`src/rtl/core/report_packet_reassembler_crc_check_assert.svh`:
```
// assertion macros for the report packet reassembler
// used by report_packet_reassembler_crc_check.sv, no other dependencies
`ifndef REPORT_PACKET_REASSEMBLER_CRC_CHECK_ASSERT_SVH
`define REPORT_PACKET_REASSEMBLER_CRC_CHECK_ASSERT_SVH

// same-cycle implication
`define RPR_ASSERT_HOLDS(label, clk, rst, ante, cons, msg) \
   label: assert property (@(posedge clk) disable iff (rst) (ante) |-> (cons)) \
      else $error(msg);

// next-cycle implication
`define RPR_ASSERT_NEXT(label, clk, rst, ante, cons, msg) \
   label: assert property (@(posedge clk) disable iff (rst) (ante) |=> (cons)) \
      else $error(msg);

`endif

```
`src/rtl/core/rpr_pkg.sv`:
```
// shared types, constants and crc function of the report packet reassembler
// no dependencies
package rpr_pkg;

   localparam int REPORT_BYTES = 20;
   localparam int ADDR_W       = $clog2(REPORT_BYTES);
   localparam int FILL_W       = $clog2(REPORT_BYTES + 2);

   localparam logic [15:0] CRC_POLY      = 16'h8005;
   localparam int          START_BIT     = 7;
   localparam int          CRC_FLAG_BIT  = 4;
   localparam logic [9:0]  MIN_PKT_LEN   = 10'd3;
   localparam logic [9:0]  MIN_CRC_LEN   = 10'd5;
   localparam logic [9:0]  CRC_TRAILER   = 10'd2;
   localparam int          MIN_START_RPT = 4;

   typedef enum logic {
      KIND_DATA,
      KIND_STATUS
   } kind_type;

   typedef enum logic [1:0] {
      VERDICT_OK,
      VERDICT_CRC_BAD,
      VERDICT_SHORT,
      VERDICT_ABORT
   } verdict_type;

   typedef struct packed {
      kind_type    kind;
      logic [7:0]  payload_byte;
      verdict_type verdict;
      logic [1:0]  message_type;
      logic [7:0]  command_code;
      logic [9:0]  data_count;
   } result_type;

   typedef enum logic [2:0] {
      ST_IDLE,
      ST_HDR,
      ST_LEN_HI,
      ST_LEN_LO,
      ST_WALK,
      ST_END,
      ST_FLUSH
   } state_type;

   // crc-16/buypass, msb first, one byte
   function automatic logic [15:0] crc16_byte(input logic [15:0] crc, input logic [7:0] b);
      logic [15:0] x;
      x = crc ^ {b, 8'h00};
      for (int k = 0; k < 8; k++) begin
         if (x[15]) begin
            x = {x[14:0], 1'b0} ^ CRC_POLY;
         end else begin
            x = {x[14:0], 1'b0};
         end
      end
      return x;
   endfunction

endpackage

```
`src/rtl/core/rpr_req_if.sv`:
```
// request channel of the report packet reassembler: one report byte per transaction
// no dependencies
interface rpr_req_if;
   logic       valid;
   logic       ready;
   logic [7:0] rx_byte;
   logic       report_first;
   logic       report_last;

   modport source (output valid, rx_byte, report_first, report_last, input ready);
   modport sink (input valid, rx_byte, report_first, report_last, output ready);
endinterface

```
`src/rtl/core/rpr_rsp_if.sv`:
```
// response channel of the report packet reassembler: data bytes and packet status
// no dependencies
interface rpr_rsp_if;
   logic       valid;
   logic       ready;
   logic       result_kind;
   logic [7:0] payload_byte;
   logic [1:0] verdict;
   logic [1:0] message_type;
   logic [7:0] command_code;
   logic [9:0] data_count;
   logic       last_result;

   modport source (output valid, result_kind, payload_byte, verdict, message_type,
                   command_code, data_count, last_result, input ready);
   modport sink (input valid, result_kind, payload_byte, verdict, message_type,
                 command_code, data_count, last_result, output ready);
endinterface

```
`src/rtl/core/report_packet_reassembler_crc_check.sv`:
```
// report packet reassembler with crc-16/buypass check, top level
// depends on rpr_pkg, rpr_req_if, rpr_rsp_if and the assertion macro header
`include "report_packet_reassembler_crc_check_assert.svh"

// usage
//  req carries report bytes, one per transaction, with report_first on the
//  header byte and report_last on the final byte of a report
//  rsp carries results: payload data bytes and one status per finished or
//  dropped packet; last_result marks the final result caused by a byte
//  a byte that does not end a report keeps req.ready high and gives no result
//  a report end starts a sequencer that walks the buffered report out of the
//  report memory, one byte per cycle unless rsp stalls, through its single
//  read port (two more reads for a start report)
//  req.ready is low while the sequencer runs
//  one result is held back until the next one or the report end is known, so
//  last_result can be set; rsp is driven from a register
//  when rsp stalls the sequencer waits on the held result, nothing is lost
//  reset (synchronous, active high) closes any packet and clears the report
//  fill count; the report memory is not cleared

module report_packet_reassembler_crc_check (
   input logic         clock,
   input logic         reset,
   rpr_req_if.sink     req,
   rpr_rsp_if.source   rsp
);
   import rpr_pkg::*;

   // report memory, one write and one read port
   logic [7:0]        store_mem [REPORT_BYTES];
   logic              mem_we;
   logic [ADDR_W-1:0] mem_waddr;
   logic [ADDR_W-1:0] mem_raddr;
   logic [7:0]        mem_rdata_ff;

   // sequencer and packet state
   state_type         state_ff, state_in;
   logic [FILL_W-1:0] fill_ff, fill_in;
   logic [FILL_W-1:0] len_ff, len_in;
   logic [FILL_W-1:0] idx_ff, idx_in;
   logic              open_ff, open_in;
   logic [9:0]        exp_len_ff, exp_len_in;
   logic [9:0]        taken_ff, taken_in;
   logic [1:0]        next_cnt_ff, next_cnt_in;
   logic [15:0]       crc_ff, crc_in;
   logic [7:0]        pkt_hdr_ff, pkt_hdr_in;
   logic [7:0]        pkt_cmd_ff, pkt_cmd_in;
   logic [7:0]        crc_lo_ff, crc_lo_in;
   logic [7:0]        crc_hi_ff, crc_hi_in;
   logic [7:0]        rep_hdr_ff, rep_hdr_in;
   logic              crc_req_ff, crc_req_in;

   // held result and output register
   logic              pend_valid_ff, pend_valid_in;
   result_type        pend_ff, pend_in;
   logic              rsp_valid_ff, rsp_valid_in;
   result_type        rsp_data_ff, rsp_data_in;
   logic              rsp_last_ff, rsp_last_in;

   // helpers
   logic              accept;
   logic [FILL_W-1:0] fill_base, fill_next;
   logic              out_free, can_emit;
   logic [7:0]        rd_byte;
   logic [7:0]        walk_hdr;
   logic              walk_crc, walk_done, walk_data;
   logic [9:0]        walk_end;
   logic [10:0]       taken_p2;
   logic              cur_crc;
   logic [9:0]        cur_end, upto;
   result_type        abort_res, end_res, data_res, emit_data;
   logic              emit_valid;

   assign accept    = req.valid && req.ready;
   assign req.ready = (state_ff == ST_IDLE);
   assign rd_byte   = mem_rdata_ff;

   // buffer position of the incoming byte, saturating past the report size
   assign fill_base = req.report_first ? '0 : fill_ff;
   assign fill_next = (fill_base < FILL_W'(REPORT_BYTES)) ? fill_base + FILL_W'(1)
                                                          : FILL_W'(REPORT_BYTES + 1);
   assign mem_we    = accept && (fill_base < FILL_W'(REPORT_BYTES));
   assign mem_waddr = fill_base[ADDR_W-1:0];
   assign mem_raddr = (idx_in < FILL_W'(REPORT_BYTES)) ? idx_in[ADDR_W-1:0] : '0;

   // read data always belongs to idx_ff; a write to the same entry is forwarded
   always_ff @(posedge clock) begin
      if (mem_we) begin
         store_mem[mem_waddr] <= req.rx_byte;
      end
      if (mem_we && (mem_waddr == mem_raddr)) begin
         mem_rdata_ff <= req.rx_byte;
      end else begin
         mem_rdata_ff <= store_mem[mem_raddr];
      end
   end

   assign out_free = !rsp_valid_ff || rsp.ready;
   assign can_emit = !pend_valid_ff || out_free;

   // per-byte decode of the walk; the header byte itself switches the crc flag
   assign walk_hdr  = (taken_ff == 10'd0) ? rd_byte : pkt_hdr_ff;
   assign walk_crc  = walk_hdr[CRC_FLAG_BIT];
   assign walk_end  = (walk_crc && exp_len_ff >= CRC_TRAILER) ? exp_len_ff - CRC_TRAILER
                                                              : exp_len_ff;
   assign taken_p2  = {1'b0, taken_ff} + {1'b0, CRC_TRAILER};
   assign walk_done = (idx_ff >= len_ff) || (taken_ff >= exp_len_ff);
   assign walk_data = (taken_ff >= MIN_PKT_LEN) && (taken_ff < walk_end);

   // data end of the packet as it stands
   assign cur_crc = pkt_hdr_ff[CRC_FLAG_BIT];
   assign cur_end = (cur_crc && exp_len_ff >= CRC_TRAILER) ? exp_len_ff - CRC_TRAILER
                                                           : exp_len_ff;
   assign upto    = (taken_ff < cur_end) ? taken_ff : cur_end;

   always_comb begin
      abort_res.kind         = KIND_STATUS;
      abort_res.payload_byte = 8'h00;
      abort_res.verdict      = VERDICT_ABORT;
      abort_res.message_type = pkt_hdr_ff[6:5];
      abort_res.command_code = pkt_cmd_ff;
      abort_res.data_count   = (upto >= MIN_PKT_LEN) ? upto - MIN_PKT_LEN : 10'd0;

      end_res.kind         = KIND_STATUS;
      end_res.payload_byte = 8'h00;
      if (exp_len_ff < MIN_PKT_LEN) begin
         end_res.verdict      = VERDICT_SHORT;
         end_res.message_type = 2'd0;
         end_res.command_code = 8'h00;
         end_res.data_count   = 10'd0;
      end else begin
         end_res.verdict      = (cur_crc && (crc_ff != {crc_hi_ff, crc_lo_ff})) ?
                                VERDICT_CRC_BAD : VERDICT_OK;
         end_res.message_type = pkt_hdr_ff[6:5];
         end_res.command_code = pkt_cmd_ff;
         end_res.data_count   = cur_end - MIN_PKT_LEN;
      end

      data_res.kind         = KIND_DATA;
      data_res.payload_byte = rd_byte;
      data_res.verdict      = VERDICT_OK;
      data_res.message_type = 2'd0;
      data_res.command_code = 8'h00;
      data_res.data_count   = 10'd0;
   end

   // sequencer: next state, state updates and result hand-off
   always_comb begin
      state_in      = state_ff;
      fill_in       = fill_ff;
      len_in        = len_ff;
      idx_in        = idx_ff;
      open_in       = open_ff;
      exp_len_in    = exp_len_ff;
      taken_in      = taken_ff;
      next_cnt_in   = next_cnt_ff;
      crc_in        = crc_ff;
      pkt_hdr_in    = pkt_hdr_ff;
      pkt_cmd_in    = pkt_cmd_ff;
      crc_lo_in     = crc_lo_ff;
      crc_hi_in     = crc_hi_ff;
      rep_hdr_in    = rep_hdr_ff;
      crc_req_in    = crc_req_ff;
      pend_valid_in = pend_valid_ff;
      pend_in       = pend_ff;
      rsp_valid_in  = rsp_valid_ff && !rsp.ready;
      rsp_data_in   = rsp_data_ff;
      rsp_last_in   = rsp_last_ff;
      emit_valid    = 1'b0;
      emit_data     = data_res;

      unique case (state_ff)
         ST_IDLE: begin
            idx_in = '0;
            if (accept) begin
               if (req.report_last) begin
                  fill_in = '0;
                  // oversized reports are dropped whole
                  if (fill_next <= FILL_W'(REPORT_BYTES)) begin
                     len_in   = fill_next;
                     state_in = ST_HDR;
                  end
               end else begin
                  fill_in = fill_next;
               end
            end
         end

         ST_HDR: begin
            rep_hdr_in = rd_byte;
            crc_hi_in  = 8'h00;
            if (rd_byte[START_BIT]) begin
               if (!(open_ff && !can_emit)) begin
                  if (open_ff) begin
                     emit_valid = 1'b1;
                     emit_data  = abort_res;
                  end
                  open_in    = 1'b0;
                  taken_in   = 10'd0;
                  exp_len_in = 10'd0;
                  crc_in     = 16'h0000;
                  if (len_ff < FILL_W'(MIN_START_RPT)) begin
                     state_in = ST_FLUSH;
                  end else begin
                     idx_in   = FILL_W'(1);
                     state_in = ST_LEN_HI;
                  end
               end
            end else if (!open_ff) begin
               state_in = ST_FLUSH;
            end else if (next_cnt_ff != rd_byte[1:0]) begin
               // counter mismatch drops the open packet
               if (can_emit) begin
                  emit_valid = 1'b1;
                  emit_data  = abort_res;
                  open_in    = 1'b0;
                  taken_in   = 10'd0;
                  state_in   = ST_FLUSH;
               end
            end else begin
               next_cnt_in = rd_byte[1:0] + 2'd1;
               idx_in      = FILL_W'(1);
               state_in    = ST_WALK;
            end
         end

         ST_LEN_HI: begin
            exp_len_in[9:8] = rd_byte[1:0];
            crc_req_in      = rd_byte[CRC_FLAG_BIT];
            idx_in          = FILL_W'(2);
            state_in        = ST_LEN_LO;
         end

         ST_LEN_LO: begin
            exp_len_in[7:0] = rd_byte;
            if (crc_req_ff && ({exp_len_ff[9:8], rd_byte} < MIN_CRC_LEN)) begin
               state_in = ST_FLUSH;
            end else begin
               next_cnt_in = rep_hdr_ff[1:0] + 2'd1;
               idx_in      = FILL_W'(1);
               state_in    = ST_WALK;
            end
         end

         ST_WALK: begin
            if (walk_done) begin
               state_in = ST_END;
            end else if (!(walk_data && !can_emit)) begin
               if (taken_ff == 10'd0) begin
                  pkt_hdr_in = rd_byte;
               end
               if (taken_ff == 10'd2) begin
                  pkt_cmd_in = rd_byte;
               end
               if (walk_crc) begin
                  if (taken_p2 < {1'b0, exp_len_ff}) begin
                     crc_in = crc16_byte(crc_ff, rd_byte);
                  end else if (taken_p2 == {1'b0, exp_len_ff}) begin
                     crc_lo_in = rd_byte;
                  end else begin
                     crc_hi_in = rd_byte;
                  end
               end
               if (walk_data) begin
                  emit_valid = 1'b1;
                  emit_data  = data_res;
               end
               taken_in = taken_ff + 10'd1;
               idx_in   = idx_ff + FILL_W'(1);
            end
         end

         ST_END: begin
            if (taken_ff >= exp_len_ff) begin
               if (can_emit) begin
                  emit_valid = 1'b1;
                  emit_data  = end_res;
                  open_in    = 1'b0;
                  taken_in   = 10'd0;
                  state_in   = ST_FLUSH;
               end
            end else begin
               open_in  = 1'b1;
               state_in = ST_FLUSH;
            end
         end

         ST_FLUSH: begin
            // the held result is the last one of this transaction
            if (!pend_valid_ff) begin
               state_in = ST_IDLE;
            end else if (out_free) begin
               rsp_valid_in  = 1'b1;
               rsp_data_in   = pend_ff;
               rsp_last_in   = 1'b1;
               pend_valid_in = 1'b0;
               state_in      = ST_IDLE;
            end
         end

         default: begin
            state_in = ST_IDLE;
         end
      endcase

      // a new result pushes the held one out
      if (emit_valid) begin
         if (pend_valid_ff) begin
            rsp_valid_in = 1'b1;
            rsp_data_in  = pend_ff;
            rsp_last_in  = 1'b0;
         end
         pend_valid_in = 1'b1;
         pend_in       = emit_data;
      end
   end

   always_ff @(posedge clock) begin
      if (reset) begin
         state_ff      <= ST_IDLE;
         fill_ff       <= '0;
         len_ff        <= '0;
         idx_ff        <= '0;
         open_ff       <= 1'b0;
         exp_len_ff    <= 10'd0;
         taken_ff      <= 10'd0;
         next_cnt_ff   <= 2'd0;
         crc_ff        <= 16'h0000;
         pkt_hdr_ff    <= 8'h00;
         pkt_cmd_ff    <= 8'h00;
         crc_lo_ff     <= 8'h00;
         pend_valid_ff <= 1'b0;
         rsp_valid_ff  <= 1'b0;
      end else begin
         state_ff      <= state_in;
         fill_ff       <= fill_in;
         len_ff        <= len_in;
         idx_ff        <= idx_in;
         open_ff       <= open_in;
         exp_len_ff    <= exp_len_in;
         taken_ff      <= taken_in;
         next_cnt_ff   <= next_cnt_in;
         crc_ff        <= crc_in;
         pkt_hdr_ff    <= pkt_hdr_in;
         pkt_cmd_ff    <= pkt_cmd_in;
         crc_lo_ff     <= crc_lo_in;
         pend_valid_ff <= pend_valid_in;
         rsp_valid_ff  <= rsp_valid_in;
      end
   end

   // payload registers
   always_ff @(posedge clock) begin
      crc_hi_ff   <= crc_hi_in;
      rep_hdr_ff  <= rep_hdr_in;
      crc_req_ff  <= crc_req_in;
      pend_ff     <= pend_in;
      rsp_data_ff <= rsp_data_in;
      rsp_last_ff <= rsp_last_in;
   end

   assign rsp.valid        = rsp_valid_ff;
   assign rsp.result_kind  = rsp_data_ff.kind;
   assign rsp.payload_byte = rsp_data_ff.payload_byte;
   assign rsp.verdict      = rsp_data_ff.verdict;
   assign rsp.message_type = rsp_data_ff.message_type;
   assign rsp.command_code = rsp_data_ff.command_code;
   assign rsp.data_count   = rsp_data_ff.data_count;
   assign rsp.last_result  = rsp_last_ff;

   // checks
   `RPR_ASSERT_HOLDS(a_idle_no_pending, clock, reset, state_ff == ST_IDLE, !pend_valid_ff, "held result left over after report end")
   `RPR_ASSERT_HOLDS(a_open_incomplete, clock, reset, state_ff == ST_IDLE && open_ff, taken_ff < exp_len_ff, "open packet already complete")
   `RPR_ASSERT_HOLDS(a_walk_index, clock, reset, state_ff == ST_WALK, idx_ff <= len_ff && idx_ff != '0, "walk index outside the report")
   `RPR_ASSERT_NEXT(a_flush_exit, clock, reset, state_ff == ST_FLUSH && (!pend_valid_ff || out_free), state_ff == ST_IDLE && !pend_valid_ff, "flush did not complete")

endmodule

```
`src/flat_wrapper.sv`:
```
// flat-port wrapper written by rule: the top's interface ports become plain ports
module report_packet_reassembler_crc_check_flat import rpr_pkg::*;
  (clock, reset, req_valid, req_rx_byte, req_report_first, req_report_last, req_ready, rsp_valid, rsp_result_kind, rsp_payload_byte, rsp_verdict, rsp_message_type, rsp_command_code, rsp_data_count, rsp_last_result, rsp_ready);
  rpr_req_if req_i ();
  rpr_rsp_if rsp_i ();
  input logic clock;
  input logic reset;
  input wire logic [$bits(req_i.valid)-1:0] req_valid;
  input wire logic [$bits(req_i.rx_byte)-1:0] req_rx_byte;
  input wire logic [$bits(req_i.report_first)-1:0] req_report_first;
  input wire logic [$bits(req_i.report_last)-1:0] req_report_last;
  output wire logic [$bits(req_i.ready)-1:0] req_ready;
  output wire logic [$bits(rsp_i.valid)-1:0] rsp_valid;
  output wire logic [$bits(rsp_i.result_kind)-1:0] rsp_result_kind;
  output wire logic [$bits(rsp_i.payload_byte)-1:0] rsp_payload_byte;
  output wire logic [$bits(rsp_i.verdict)-1:0] rsp_verdict;
  output wire logic [$bits(rsp_i.message_type)-1:0] rsp_message_type;
  output wire logic [$bits(rsp_i.command_code)-1:0] rsp_command_code;
  output wire logic [$bits(rsp_i.data_count)-1:0] rsp_data_count;
  output wire logic [$bits(rsp_i.last_result)-1:0] rsp_last_result;
  input wire logic [$bits(rsp_i.ready)-1:0] rsp_ready;
  assign req_i.valid = req_valid;
  assign req_i.rx_byte = req_rx_byte;
  assign req_i.report_first = req_report_first;
  assign req_i.report_last = req_report_last;
  assign req_ready = req_i.ready;
  assign rsp_valid = rsp_i.valid;
  assign rsp_result_kind = rsp_i.result_kind;
  assign rsp_payload_byte = rsp_i.payload_byte;
  assign rsp_verdict = rsp_i.verdict;
  assign rsp_message_type = rsp_i.message_type;
  assign rsp_command_code = rsp_i.command_code;
  assign rsp_data_count = rsp_i.data_count;
  assign rsp_last_result = rsp_i.last_result;
  assign rsp_i.ready = rsp_ready;
  report_packet_reassembler_crc_check u_core (.clock(clock), .reset(reset), .req(req_i), .rsp(rsp_i));
endmodule
```
`config.mk`:
```
export PLATFORM = sky130hd
export DESIGN_NAME = report_packet_reassembler_crc_check_flat
export DESIGN_NICKNAME = d
export VERILOG_FILES = /design/src/rtl/core/rpr_pkg.sv /design/src/rtl/core/rpr_req_if.sv /design/src/rtl/core/rpr_rsp_if.sv /design/src/rtl/core/report_packet_reassembler_crc_check.sv /design/src/flat_wrapper.sv
export VERILOG_INCLUDE_DIRS = /design/src /design/src/rtl/core
export SDC_FILE = /design/constraint.sdc
export NUM_CORES = 1
export LEC_CHECK = 0
export BUFFER_PORTS_ARGS = -buffer_cell sky130_fd_sc_hd__buf_2
export CAP_MARGIN = 0
export CORE_UTILIZATION = 35
export DETAILED_ROUTE_END_ITERATION = 10
export GPL_TIMING_DRIVEN = 0
export PLACE_DENSITY_LB_ADDON = 0.05
export SLEW_MARGIN = 20
export SYNTH_ARGS = -nofsm -noshare
export SYNTH_HDL_FRONTEND = slang
export SYNTH_SLANG_ARGS = --single-unit
```
`constraint.sdc`:
```
create_clock -name clock -period 12.9 [get_ports clock]
set_input_delay 2.58 -clock clock [delete_from_list [all_inputs] [get_ports clock]]
set_output_delay 2.58 -clock clock [all_outputs]
set_load 0.03 [all_outputs]
```
* Yosys cells after proc, flatten, opt, wreduce, memory -nomap -nowiden
Memories as Yosys holds them, arrays and structs flattened. A register that Yosys moved wholly into a read port is not among the register bits. Index checks and enable logic that the tools add are counted.
Operators by class: reductions and logical operators 39, add/sub/neg operators 9, equality and inequality tests 32, bitwise gates (word level) 12, order comparisons 14, muxes and demuxes 157
Operators with widths (number):
- 16-bit 2-to-1 mux | 49
- 31-bit 2-to-1 mux | 13
- 10-bit 2-to-1 mux | 13
- 5-bit 2-to-1 mux | 13
- 31-bit one-hot mux with 2 select lines | 1
- 8-bit 2-to-1 mux | 5
- 3-bit 2-to-1 mux | 13
- 1-bit 2-to-1 mux | 34
- 16-bit one-hot mux with 2 select lines | 1
- 8-bit one-hot mux with 2 select lines | 2
- 10-bit by 2-bit greater-or-equal comparator with 1-bit output, second input constant | 3
- 10-bit one-hot mux with 3 select lines | 1
- 10-bit by 2-bit subtractor with 10-bit output, second input constant | 3
- 5-bit one-hot mux with 5 select lines | 1
- 3-bit NOT | 8
- 22-bit 2-to-1 mux | 1
- 2-bit inequality test, second input constant | 11
- 3-bit one-hot mux with 7 select lines | 1
- 10-bit < comparator | 2
- 6-bit AND reduction | 3
- 16-bit inequality test | 1
- 16-bit bitwise XOR | 1
- 7-bit AND reduction | 2
- 2-bit by 1-bit inequality test with 1-bit output, second input constant | 6
- other kinds (37) | 75
Storage, ports and cells: memories 1, output and inout port bits 34, word-level logic and storage cells 296, memory bits (writable) 160, bits in registers 156
Memories:
- u_core.store_mem | depth 20, width 8, read ports 1, clocked after Yosys merged registers in 1, wr ports 1, line report_packet_reassembler_crc_check.sv:30 | logic [7:0] store_mem [REPORT_BYTES];

* Depth between registers and ports, before layout
word-level depth 59, gate-level depth with buffers 22, gate-level depth less buffers 20

* Worst setup path before layout
Ideal clock, no wire load.
kind flip-flop to flip-flop, from reg (tool-made name), to reg (tool-made name), path slack 7088 ps, stages on the path, launching flop included 19, arrival time 5408 ps, buffers on the path 2, cells stage by stage dfxtp_1 > buf_2 > mux4_2 > mux2_2 > mux4_2 > mux2i_1 > nor3_1 > a21oi_1 > ha_1 > nor2b_1 > o21a_1 > o21a_1 > o21ai_0 > a211o_1 > nor3b_1 > a41oi_2 > inv_2 > o21a_1 > clkbuf_1

==> flow_summary.yaml <==
route:
  vias: 10500
  viasPerCell: 5.21
  drt-wirelength-per-cell_microns: 22.2
  first_pass_iters: 6
  ant_nets: 0
  drc: 0
  drt_iter0_markers: 742
  postRouteWirelength_microns: 44800
synthesis:
  synth_top_cell_area_share_pct: 44.8
  async_flop_share_pct: 0
  synthTopCellsByCount: "234 x edfxtp_1, 114 x nor2_1, 83 x dfxtp_1"
  synth.distinct_cells: 83
  yosysWarnings: 0
  synth_fp_nets: 1375
  synth_top_area_cell: "edfxtp_1"
  netlist_top_cells_area: "edfxtp_1 45%, dfxtp_1 11%, mux4_2 5.7%"
  ys_seq_area_share_pct: 55.5
  synth_area_sq_um: 15700
  ys.flop_type: "edfxtp_1"
  syn-instance-count: 1309
  synth_area_per_cell_sq_um: 12.0
  synth_most_common_cell: "edfxtp_1"
  ys_seq_elements: 317
  synth_edf_count: 234
floorplanning:
  die_x_microns: 214
  start_util_pct: 35.4
  core_area_sq_um: 44200
  pin_count: 48
  dieArea_sq_um: 45600
  die_height_microns: 214
  rows: 77
min_path:
  hold_class: "flop to flop"
  min_from: "u_core.next_cnt_ff[1]$_SDFFE_PP0P_"
placed_design:
  portBuffers: 46
  place_congestion: 0.893
  dpl.hpwl_microns: 32100
  placed_area_sq_um: 16700
clock_network:
  cts_sinks: 317
  worstSkewPairLatency_ns: 0.56
  cts.repair.resized: 0
  cts_hold_buffers: 0
  cts_buffers: 38
  clk_pin_slew_worst_paths_ns: 0.06
  cts_root_buffer: "clkbuf_16"
  cts_tree: "built"
  post-cts-setup-buffer-count: 0
  clk_path_buf_depth: 3
  h-tree-depth: 2
final_layout:
  diodes: 0
  multi_input_area_sq_um: 6570
  fillers: 4242
  layout.nets: 1464
  drive_gt1_share_pct: 14.7
  area_growth_pct: 14.7
  finalInstanceArea_sq_um: 18000
  ff_latch_area_sq_um: 8690
worst_setup_path:
  cp-start-kind: "flop"
  crit_required_ns: 13.14
  crit_fanout: 33
  path_class: "flop to flop"
  setup.worst_path.end_class: "flop"
  cp.arrival_ns: 7.18
global_route:
  grt_pass1_wl_microns: 68300
  grt_pass1_vias: 10600
  grt.overflow.total: 0
  grt_max_degree: 34
  antenna_found_initial: 0
  track_usage_pct: 20.3
run:
  max_cap_violations: 0
outcome:
  status: "finished, final reports clean"
timing:
  finClkSkew_ns: 0.0249
  maxSlewViolCount: 0
  fin_crit_ns: 6.94
  final-hold-violation-count: 0
  post-route-period-util_pct: 53.8
  worstMarginPinSlew_ns: 1.14
  fmax_mhz: 144
  setup_viol_count_final: 0
  relSlewSlack_pct: 23.4
  setup_tns_ns: 0
  rsz0062_at_grt: "false"
power:
  p_leak_nw: 6.23
  power_density_nw_per_um2: 184
  irDropWorstVdd_uv: 104
layout make-up:
class | count | share of cell area, %
timing repair buffer | 49 | 1.54
buffer | 70 | 1.60
clock buffer | 44 | 5.59
tap | 592 | 4.12
clock inverter | 23 | 1.35
sequential | 317 | 48.4
inverter | 41 | 0.857
multi-input combinational | 881 | 36.6
where the power goes:
part	internal (mW)	switching [mW]	total [mW]
combinational	0.401	0.664	1.07
clock	0.641	0.433	1.07
sequential	1.15	0.0244	1.17
total	2.19	1.12	3.31
metrics by stage:
step | hold slack [ns] | setup slack [ns] | instances | util [%] | power (mW)
2_1_floorplan | 0.440 | 7.09 | 1309 | - | 1.93
3_3_place_gp | 0.464 | 4.80 | 1947 | 37.6 | 2.25
3_5_place_dp | 0.469 | 5.95 | 1950 | 37.8 | 2.26
4_1_cts | 0.478 | 5.88 | 2017 | 40.6 | 3.35
5_1_grt | 0.504 | 5.46 | 2017 | 40.6 | 3.48
6_report | 0.476 | 5.96 | 2017 | 40.6 | 3.31
cells in the final DEF, fill, tap and decap left out, drive strengths merged, types with 9 or more instances in the layout:
master,synthesis,layout
a211oi,10,10
clkbuf,53,97
o21a,14,14
nor2b,18,18
edfxtp,234,234
ha,52,52
nand3,33,33
xor2,26,26
and2,59,59
mux2i,28,28
o22ai,10,10
mux4,40,40
nand2b,10,10
o21ai,59,59
dfxtp,83,83
xnor2,47,47
and3,9,9
buf,17,66
or3,12,12
clkinv,0,17
inv,41,42
nor3,23,23
a22oi,13,13
a21oi,73,73
nor4,18,18
nor2,114,114
mux2,18,18
nand2,77,77
nand4,9,9
cells by family (layout without fill, tap and decap cells):
kind of cell / count (synthesis) / count (layout) / synth area share, %
and+or+nand+nor: 415 / 415 / 13.5
DFF: 317 / 317 / 55.5
AOI/OAI and AO/OA: 252 / 252 / 10.6
buffers and inverters: 111 / 227 / 2.81
muxes: 86 / 86 / 8.91
xor gates and xnor gates: 76 / 76 / 4.58
adders and majority gates: 52 / 52 / 4.15
critical path, stage by stage (launching register included):
cell	delay, ns
dfxtp_1	0.39
clkbuf_1	0.56
mux4_2	0.42
mux2_2	0.31
mux4_2	0.65
mux2i_1	0.57
a21oi_1	0.25
nand2_1	0.12
o21ai_0	0.10
ha_1	0.32
o21a_1	0.11
o21a_1	0.16
o21ai_0	0.15
a211o_1	0.25
nor3b_1	0.40
a41oi_2	0.22
inv_2	0.64
o21a_1	0.31
clkbuf_2	0.43
buf_16	0.23
final timing paths:
| check | to | slack [ns] | cells past startpoint |
|---|---|---|---|
| worst max-delay path | flop | 5.96 | 19 |
| worst min-delay path | u_core.next_cnt_ff[1]$_SDFFE_PP0P_ | 0.48 | 2 |
| worst max register to register | flop | 5.96 | 19 |
| worst min register to register | u_core.next_cnt_ff[1]$_SDFFE_PP0P_ | 0.48 | 2 |
routing by layer:
| layer | wire (microns) | vias to the layer above | GRT usage (%) |
|---|---|---|---|
| met4 | 1460 | 0 | 7.73 |
| met1 | 19900 | 5150 | 26.2 |
| met5 | 0 | - | 0 |
| li1 | - | 5084 | - |
| met2 | 22100 | 202 | 34.9 |
| met3 | 1380 | 69 | 2.33 |
(Power assumes the default switching activity.)
